[src/sv/ptrc_pkg.sv]
// ----------------------------------------------------------------------------
// ptrc_pkg - pressure threshold relay controller package
// Shared types and constants for the controller.
// ----------------------------------------------------------------------------
package ptrc_pkg;

   localparam int HOLD_W   = 16;
   localparam int QUAL_W   = 8;
   localparam int SAMPLE_W = 10;
   localparam int CSR_AW   = 4;
   localparam int CSR_DW   = 32;

   localparam logic [HOLD_W-1:0]   ENTER_HOLD_RESET   = 16'd1000;
   localparam logic [HOLD_W-1:0]   CAPTURE_HOLD_RESET = 16'd500;
   localparam logic [QUAL_W-1:0]   QUALIFY_RESET      = 8'd10;
   localparam logic [SAMPLE_W-1:0] THRESH_RESET       = 10'd1023;
   localparam logic [HOLD_W-1:0]   HOLD_MAX           = 16'hFFFF;

   typedef enum logic [1:0] {
      REG_ENTER_HOLD   = 2'd0,
      REG_CAPTURE_HOLD = 2'd1,
      REG_QUALIFY      = 2'd2,
      REG_UNUSED       = 2'd3
   } reg_index_type;

   typedef struct packed {
      logic [HOLD_W-1:0] enter_hold_ticks;
      logic [HOLD_W-1:0] capture_hold_ticks;
      logic [QUAL_W-1:0] qualify_count;
   } cfg_type;

   typedef struct packed {
      logic                relay_on;
      logic                programming_mode;
      logic [SAMPLE_W-1:0] threshold_now;
   } result_type;

endpackage

[src/sv/ptrc_csr.sv]
// ----------------------------------------------------------------------------
// ptrc_csr - configuration registers
// APB-style register file holding the hold limits and qualify count.
// ----------------------------------------------------------------------------
module ptrc_csr (
   input  logic                         clock,
   input  logic                         reset,
   input  logic                         psel,
   input  logic                         penable,
   input  logic                         pwrite,
   input  logic [ptrc_pkg::CSR_AW-1:0]  paddr,
   input  logic [ptrc_pkg::CSR_DW-1:0]  pwdata,
   output logic [ptrc_pkg::CSR_DW-1:0]  prdata,
   output logic                         pready,
   output ptrc_pkg::cfg_type            cfg
);

   ptrc_pkg::cfg_type       cfg_ff;
   ptrc_pkg::cfg_type       cfg_in;
   ptrc_pkg::reg_index_type index;
   logic                    wr_en;

   assign index  = ptrc_pkg::reg_index_type'(paddr[3:2]);
   assign pready = 1'b1;
   assign wr_en  = psel && penable && pwrite && pready;

   always_comb begin
      cfg_in = cfg_ff;
      if (wr_en) begin
         case (index)
            ptrc_pkg::REG_ENTER_HOLD: begin
               cfg_in.enter_hold_ticks = pwdata[ptrc_pkg::HOLD_W-1:0];
            end
            ptrc_pkg::REG_CAPTURE_HOLD: begin
               cfg_in.capture_hold_ticks = pwdata[ptrc_pkg::HOLD_W-1:0];
            end
            ptrc_pkg::REG_QUALIFY: begin
               cfg_in.qualify_count = pwdata[ptrc_pkg::QUAL_W-1:0];
            end
            default: begin
               cfg_in = cfg_ff;
            end
         endcase
      end
   end

   always_comb begin
      case (index)
         ptrc_pkg::REG_ENTER_HOLD: begin
            prdata = {16'd0, cfg_ff.enter_hold_ticks};
         end
         ptrc_pkg::REG_CAPTURE_HOLD: begin
            prdata = {16'd0, cfg_ff.capture_hold_ticks};
         end
         ptrc_pkg::REG_QUALIFY: begin
            prdata = {24'd0, cfg_ff.qualify_count};
         end
         default: begin
            prdata = '0;
         end
      endcase
   end

   always_ff @(posedge clock) begin
      if (reset) begin
         cfg_ff.enter_hold_ticks   <= ptrc_pkg::ENTER_HOLD_RESET;
         cfg_ff.capture_hold_ticks <= ptrc_pkg::CAPTURE_HOLD_RESET;
         cfg_ff.qualify_count      <= ptrc_pkg::QUALIFY_RESET;
      end else begin
         cfg_ff <= cfg_in;
      end
   end

   assign cfg = cfg_ff;

endmodule

[src/sv/ptrc_core.sv]
// ----------------------------------------------------------------------------
// ptrc_core - hold timing, threshold capture and relay sensing
// Holds controller state; computes the next state and the result of one
// request in a single pass.
// ----------------------------------------------------------------------------
module ptrc_core (
   input  logic                           clock,
   input  logic                           reset,
   input  logic                           step_en,
   input  logic                           button_pressed,
   input  logic [ptrc_pkg::SAMPLE_W-1:0]  pressure_sample,
   input  ptrc_pkg::cfg_type              cfg,
   output ptrc_pkg::result_type           result
);

   logic                          program_ff, program_in;
   logic [ptrc_pkg::HOLD_W-1:0]   hold_ff, hold_in;
   logic                          began_prog_ff, began_prog_in;
   logic [ptrc_pkg::SAMPLE_W-1:0] thresh_ff, thresh_in;
   logic                          above_ff, above_in;
   logic [ptrc_pkg::QUAL_W-1:0]   above_cnt_ff, above_cnt_in;
   logic                          relay_ff, relay_in;

   logic hold_zero;
   logic began;
   logic mode_prog;

   assign hold_zero = (hold_ff == '0);
   assign began     = hold_zero ? program_ff : began_prog_ff;
   assign mode_prog = hold_zero ? program_ff : began_prog_ff;

   always_comb begin
      program_in    = program_ff;
      hold_in       = hold_ff;
      began_prog_in = began_prog_ff;
      thresh_in     = thresh_ff;
      above_in      = above_ff;
      above_cnt_in  = above_cnt_ff;
      relay_in      = relay_ff;
      if (button_pressed) begin
         began_prog_in = began;
         if (began) begin
            if (hold_ff >= cfg.capture_hold_ticks) begin
               thresh_in  = pressure_sample;
               program_in = 1'b0;
            end
         end else if (hold_ff >= cfg.enter_hold_ticks) begin
            program_in = 1'b1;
         end
         if (hold_ff != ptrc_pkg::HOLD_MAX) begin
            hold_in = hold_ff + 16'd1;
         end
      end else begin
         hold_in       = '0;
         began_prog_in = 1'b0;
         if (!mode_prog) begin
            if (pressure_sample >= thresh_ff) begin
               if (above_ff) begin
                  if (above_cnt_ff < cfg.qualify_count) begin
                     above_cnt_in = above_cnt_ff + 8'd1;
                  end else begin
                     relay_in = 1'b1;
                  end
               end else begin
                  above_in     = 1'b1;
                  above_cnt_in = '0;
               end
            end else if (above_ff) begin
               above_in = 1'b0;
               relay_in = 1'b0;
            end
         end
      end
   end

   always_ff @(posedge clock) begin
      if (reset) begin
         program_ff    <= 1'b0;
         hold_ff       <= '0;
         began_prog_ff <= 1'b0;
         thresh_ff     <= ptrc_pkg::THRESH_RESET;
         above_ff      <= 1'b0;
         above_cnt_ff  <= '0;
         relay_ff      <= 1'b0;
      end else if (step_en) begin
         program_ff    <= program_in;
         hold_ff       <= hold_in;
         began_prog_ff <= began_prog_in;
         thresh_ff     <= thresh_in;
         above_ff      <= above_in;
         above_cnt_ff  <= above_cnt_in;
         relay_ff      <= relay_in;
      end
   end

   assign result.relay_on         = relay_in;
   assign result.programming_mode = program_in;
   assign result.threshold_now    = thresh_in;

endmodule

[src/sv/pressure_threshold_relay_controller_unit.sv]
// ----------------------------------------------------------------------------
// pressure_threshold_relay_controller_unit - top level
// Button hold timing, threshold programming and relay control.
//
//   channel  direction  handshake                 payload
//   req      in         req_valid / req_ready     button_pressed, pressure_sample
//   rsp      out        rsp_valid / rsp_ready     relay_on, programming_mode,
//                                                 threshold_now
//   csr      in/out     psel / penable / pready   paddr, pwdata, prdata
//
// One request per cycle while no stalled result holds it off; the cycle
// after acceptance, its result sits in the single result register behind the
// state update logic. Synchronous reset restores all but the result register.
// A stalled result holds in the result register; a new request is taken
// in the same cycle that the held result is taken.
// ----------------------------------------------------------------------------
module pressure_threshold_relay_controller_unit (
   input  logic                           clock,
   input  logic                           reset,
   input  logic                           req_valid,
   output logic                           req_ready,
   input  logic                           req_button_pressed,
   input  logic [ptrc_pkg::SAMPLE_W-1:0]  req_pressure_sample,
   output logic                           rsp_valid,
   input  logic                           rsp_ready,
   output logic                           rsp_relay_on,
   output logic                           rsp_programming_mode,
   output logic [ptrc_pkg::SAMPLE_W-1:0]  rsp_threshold_now,
   input  logic                           psel,
   input  logic                           penable,
   input  logic                           pwrite,
   input  logic [ptrc_pkg::CSR_AW-1:0]    paddr,
   input  logic [ptrc_pkg::CSR_DW-1:0]    pwdata,
   output logic [ptrc_pkg::CSR_DW-1:0]    prdata,
   output logic                           pready
);

   ptrc_pkg::cfg_type    cfg;
   ptrc_pkg::result_type step_result;
   ptrc_pkg::result_type result_ff;
   logic                 valid_ff, valid_in;
   logic                 accept;

   assign req_ready = !valid_ff || rsp_ready;
   assign accept    = req_valid && req_ready;

   ptrc_csr u_csr (
      .clock   (clock),
      .reset   (reset),
      .psel    (psel),
      .penable (penable),
      .pwrite  (pwrite),
      .paddr   (paddr),
      .pwdata  (pwdata),
      .prdata  (prdata),
      .pready  (pready),
      .cfg     (cfg)
   );

   ptrc_core u_core (
      .clock           (clock),
      .reset           (reset),
      .step_en         (accept),
      .button_pressed  (req_button_pressed),
      .pressure_sample (req_pressure_sample),
      .cfg             (cfg),
      .result          (step_result)
   );

   assign valid_in = accept || (valid_ff && !rsp_ready);

   always_ff @(posedge clock) begin
      if (reset) begin
         valid_ff <= 1'b0;
      end else begin
         valid_ff <= valid_in;
      end
   end

   always_ff @(posedge clock) begin
      if (accept) begin
         result_ff <= step_result;
      end
   end

   assign rsp_valid            = valid_ff;
   assign rsp_relay_on         = result_ff.relay_on;
   assign rsp_programming_mode = result_ff.programming_mode;
   assign rsp_threshold_now    = result_ff.threshold_now;

endmodule
[config.mk]
export PLATFORM = sky130hd
export DESIGN_NAME = pressure_threshold_relay_controller_unit
export DESIGN_NICKNAME = d
export VERILOG_FILES = /design/src/sv/ptrc_pkg.sv /design/src/sv/ptrc_csr.sv /design/src/sv/ptrc_core.sv /design/src/sv/pressure_threshold_relay_controller_unit.sv
export SDC_FILE = /design/constraint.sdc
export NUM_CORES = 1
export LEC_CHECK = 0
export BUFFER_PORTS_ARGS = -buffer_cell sky130_fd_sc_hd__buf_2
export CAP_MARGIN = 20
export CELL_PAD_IN_SITES_DETAIL_PLACEMENT = 1
export CELL_PAD_IN_SITES_GLOBAL_PLACEMENT = 1
export CORE_MARGIN = 3
export CORE_UTILIZATION = 45
export CTS_CLUSTER_DIAMETER = 40
export DETAILED_ROUTE_END_ITERATION = 7
export PLACE_DENSITY = 0.9
export SLEW_MARGIN = 25
export SYNTH_ARGS = -nofsm -noshare
export SYNTH_HDL_FRONTEND = slang
export SYNTH_SLANG_ARGS = --single-unit
[constraint.sdc]
create_clock -name clock -period 4.05 [get_ports clock]
set_clock_uncertainty 0.2 [all_clocks]
set_input_delay 0.81 -clock clock [delete_from_list [all_inputs] [get_ports clock]]
set_output_delay 0.81 -clock clock [all_outputs]
set_load 0.03 [all_outputs]
Yosys cells after proc, flatten, opt, wreduce, memory -nomap -nowiden --
Index checks and enable logic that the tools add are counted.
Storage, ports and cells: register bits 91, input bits 54, output and inout port bits 47, logic and storage cells 64
Operators by class: $add $sub $neg 2, magnitude comparators 4, equality and inequality tests 5, mux-type cells 21, bitwise gates (word level) 2, reduce and logical (&&, ||, !) cells 16
Operator list (number):
- 16-bit case mux with 3 select lines | 1
- 16-bit >= comparator | 2
- 16-bit 2-to-1 mux | 2
- 10-bit 2-to-1 mux | 3
- 16-bit by 1-bit adder with 16-bit output, second input constant | 1
- 16-bit logical NOT | 1
- 8-bit 2-to-1 mux | 2
- 16-bit != test, second input constant | 1
- 1-bit 2-to-1 mux | 13
- 10-bit >= comparator | 1
- 8-bit by 1-bit adder with 8-bit output, second input constant | 1
- 8-bit < comparator | 1
- 2-bit AND reduction | 4
- 5-bit AND reduction | 1
- 1-bit logical AND | 4
- 3-bit AND reduction | 1
- 2-bit by 1-bit equality test with 1-bit output, second input constant | 1
- 2-bit equality test, second input constant | 1
- 1-bit logical NOT | 2
- 2-bit logical NOT | 1
- 1-bit logical OR | 2
- 2-bit by 1-bit != test with 1-bit output, second input constant | 1
- 2-bit != test, second input constant | 1
- 1-bit NOT | 2

Depth between registers and ports, before layout --
depth in word-level cells 6, mapped depth 9, mapped depth without buffers 8

By module --
From an unflattened synthesis, not the netlist that was laid out.
Second synthesis, totals: cell total of the unflattened synthesis 635, area, all modules 5685.5 um^2
Modules (own cells, without submodules):
- ptrc_core | times used 1, cells an instance 392, area an instance 3175.5 um^2, seq. area each 760.7 um^2
- ptrc_csr | times used 1, cells an instance 226, area an instance 2094.5 um^2, seq. area each 800.8 um^2
- pressure_threshold_relay_controller_unit | times used 1, cells an instance 17, area an instance 415.4 um^2, seq. area each 380.4 um^2

Least setup slack after synthesis --
Ideal clock, no wire load.
path kind input -> output, start point input port paddr[2] in the netlist's numbering, end point output port prdata[1] in the netlist's numbering, arrival 2.491 ns, data required time 3.040 ns, path slack 0.549 ns, cell stages on the path 4, path buffers 2, path through buf_1 clkbuf_1 mux2i_1 o21ai_0
On the way: cells in the longest elaborated chain, start to end 2, elaborated cells on any way between the ends 4, classes of those cells eq/ne (2); mux (1); reduce/logical (1)
Ends and longest elaborated chain:
- start: declaration | line pressure_threshold_relay_controller_unit.sv:32 | input logic [ptrc_pkg::CSR_AW-1:0] paddr,
- 2-bit equality test (tied with other cells) | line ptrc_csr.sv:48 | case (index)
- 16-bit case mux with 3 select lines * | line ptrc_csr.sv:48
- end: declaration | line pressure_threshold_relay_controller_unit.sv:34 | output logic [ptrc_pkg::CSR_DW-1:0] prdata,
Mark *: on every way between the ends. The rest lies on a longest branch, timed or not.

Worst setup path after layout --
start point input port paddr[3] in the netlist's numbering, end point output port prdata[1] in the netlist's numbering
Same word-level chain as after synthesis.

==> key figures <==
Power and ir drop
  • Leakage: 2.67 nW
  • Peak VDD IR: 260 uV
  • Pwr/cell area: 360 mW/mm^2

Synthesis
  • Async SR Flop Fraction: 0
  • Syn Inst Count: 658
  • Netlist Area Pre-Place: 0.00555 sq mm
  • Seq/Total Area, Yosys: 0.350
  • Netlist cell types: 57
  • Synth Register Bits: 91
  • Yosys top cell by area: dfxtp_1
  • Synth warn: 0
  • Post-Syn Area per Cell: 8.44 sq um
  • Most common cell in the netlist: nand2_1
  • Post-synth top cells: 89 x nand2_1, 79 x dfxtp_1, 61 x nor2_1
  • Top cells by area, synth: dfxtp_1 28%, ha_1 12%, edfxtp_1 6.5%
  • Synth top area share: 0.285
  • Synth Flop Type: dfxtp_1
  • Number of synthesized flops with an enable pin: 12

Drt
  • DRC: 0
  • Metal3 WL: 794 microns
  • Via count: 5089
  • DRT Pass-1 Iters: 5
  • Wirelength per Cell: 19.5 microns
  • 1st-iter DRT viols: 367
  • Met1 wire length: 6.80 mm
  • Final wirelength: 16.8 mm
  • Top layer reached by signal wires: met4
  • Routed wl met2: 8.68 mm
  • Post-route ant nets: 0
  • Drt via density: 5.91

Critical path
  • CP Data Required Time: 3.04 ns
  • Arr. time, crit path: 2.25 ns
  • RR Endpoint: u_core.thresh_ff[7]$_SDFFE_PP1P_
  • Worst setup SP type: input port
  • Cell Chain, Critical Path: buf_2 -> nor2b_1 -> nand2_1 -> o21ai_0 -> buf_2
  • Worst path most repeated cell: buf_2
  • Crit. End Element: primary output
  • Flop-to-flop setup slack: 1.20 ns
  • Critical path class: input port to primary output
  • Slowest-stage cell, CP: nor2b_1
  • R2R cell count: 8
  • Critical path fanouts, max: 21
  • Worst r2r src: u_core.hold_ff[0]$_SDFFE_PP0P_
  • Critical path's largest stage delay: 0.55 ns

Place
  • IO Port Bufs: 65
  • DP Wirelength: 11.7 mm
  • Routability cong.: 0.862

STA
  • Period utilization: 0.805
  • Min Tclk post-route: 3.26 ns
  • Fin Hold WS: 0.279 ns
  • Post-Route Setup TNS: 0 ns
  • Slew @ Worst Pin: 0.979 ns
  • Slew margin rel.: 0.338
  • Final setup viols: 0
  • Slew Limit Fails: 0
  • RSZ-0062 raised after global routing: false
  • Endpoints failing hold: 0
  • Max Freq: 307 MHz

Finish
  • Area grow syn2layout: 13.0%
  • N_diodes: 0
  • Layout Utilization: 0.536
  • Post-layout nets: 819
  • Layout cells sized above 1: 0.167

Global routing
  • GRT overflow: 0
  • Largest net degree at the start of global routing: 59
  • GRT Total Usage: 0.253
  • First-pass GRT wire length: 27.0 mm
  • Initial antenna violation count: 0
  • Number of global-route vias before repair: 5413

Min path
  • Type of the tightest min-delay check: flop to flop
  • Hold wc startpoint: u_csr.cfg[28]$_SDFFE_PP0P_
  • Worst hold endpoint: u_csr.cfg[28]$_SDFFE_PP0P_
  • Hold depth: 2

Clock network
  • Clock Latency Late Sink: 0.36 ns
  • CTS buffer count: 9
  • H-tree Lvls: 3
  • Clock Root Buffer: clkbuf_16
  • CTS tree: done
  • Setup Fix Bufs, Post-CTS: 0
  • Hold buffers post-CTS: 0
  • Clk slew on worst S/H paths: 0.06 ns
  • Gates resized, CTS repair: 0
  • # clock sinks: 91
  • Maximum clock insertion buffer count: 2

Floorplanning
  • Die area: 0.0137 sq mm
  • FP Rows: 39
  • Die Ht: 117 microns
  • IO Pins: 101
  • Core ar.: 0.0117 sq mm
  • DIE WIDTH: 117 microns
  • Starting Density: 0.474

Job
  • Max_cap viols: 0

Run status
  • Outcome: completed
[cell type report]
| cell class | count | area (sq um) |
|---|---|---|
| sequential | 91 | 1940 |
| clock buffer | 10 | 229 |
| multi-input combinational | 478 | 3200 |
| clock inverter | 6 | 105 |
| fill | 1418 | 5440 |
| timing repair buffer | 74 | 393 |
| inverter | 59 | 221 |
| tap | 143 | 179 |
[registers in the layout, summed over array words and instances, names as in the netlist]
name                  flops
u_core.hold_ff           16
u_core.above_ff           1
u_csr.cfg                40
u_core.relay_ff           1
rsp_programming_mode      1
rsp_relay_on              1
u_core.program_ff         1
rsp_valid                 1
u_core.above_cnt_ff       8
u_core.thresh_ff         10
u_core.began_prog_ff      1
rsp_threshold_now        10
[cells in the final DEF, fill, tap and decap left out, types with 13 or more instances in the layout]
cell type / instances
o211ai_1: 16
conb_1: 17
o21ai_0: 21
a21oi_1: 47
nor3_1: 14
dfxtp_1: 79
nand4_1: 13
mux2i_1: 34
inv_1: 59
nor2_1: 61
ha_1: 52
buf_2: 65
nand2_1: 89
[through the flow]
step	power, mW	setup slack [ns]	std cells	cell area [sq um]
floorplan	1.22	0.549	673	5610
global route	2.34	0.712	861	6270
CTS	2.27	0.815	861	6270
finish	2.26	0.790	861	6270
global placement	1.28	0.946	845	5940
detailed placement	1.30	0.857	845	5940
[critical path, delay by kind of cell]
family	cells	cell delay (ns)
buffers and inverters	2	0.61
AOI/OAI and AO/OA	1	0.14
and+or+nand+nor	2	0.68
[layer usage]
layer,up-vias,track usage
met4,0,0.125
li1,2377,-
met5,-,0
met1,2501,0.292
met3,49,0.0442
met2,162,0.449
[power by group]
group          total (mW)  switching (mW)  internal, mW
Sequential          0.983          0.0286         0.954
Combinational       0.305           0.195         0.110
Clock               0.970           0.369         0.600
[how the worst max path moves through the flow]
stage               slack (ns)                    from                                  end  cells past startpoint
CTS                       0.81                paddr[3]                            prdata[5]                      5
global route              0.71                paddr[3]                            prdata[5]                      5
global placement          0.95                paddr[3]                            prdata[5]                      5
finish                    0.79                paddr[3]                            prdata[1]                      5
detailed placement        0.86  req_pressure_sample[8]  u_core.above_cnt_ff[4]$_SDFFE_PP0P_                      8
floorplan                 0.55                paddr[2]                            prdata[1]                      4
[cell families after synthesis]
group,count (synthesis),share of synthesized area
AOI/OAI and AO/OA,124,0.151
xor gates and xnor gates,14,0.0221
adders and majority gates,52,0.117
buffers and inverters,104,0.0839
DFF,91,0.350
muxes,44,0.0816
other,2,0.00135
and+or+nand+nor,227,0.193
No activity file was read; power rests on OpenSTA's default activity.
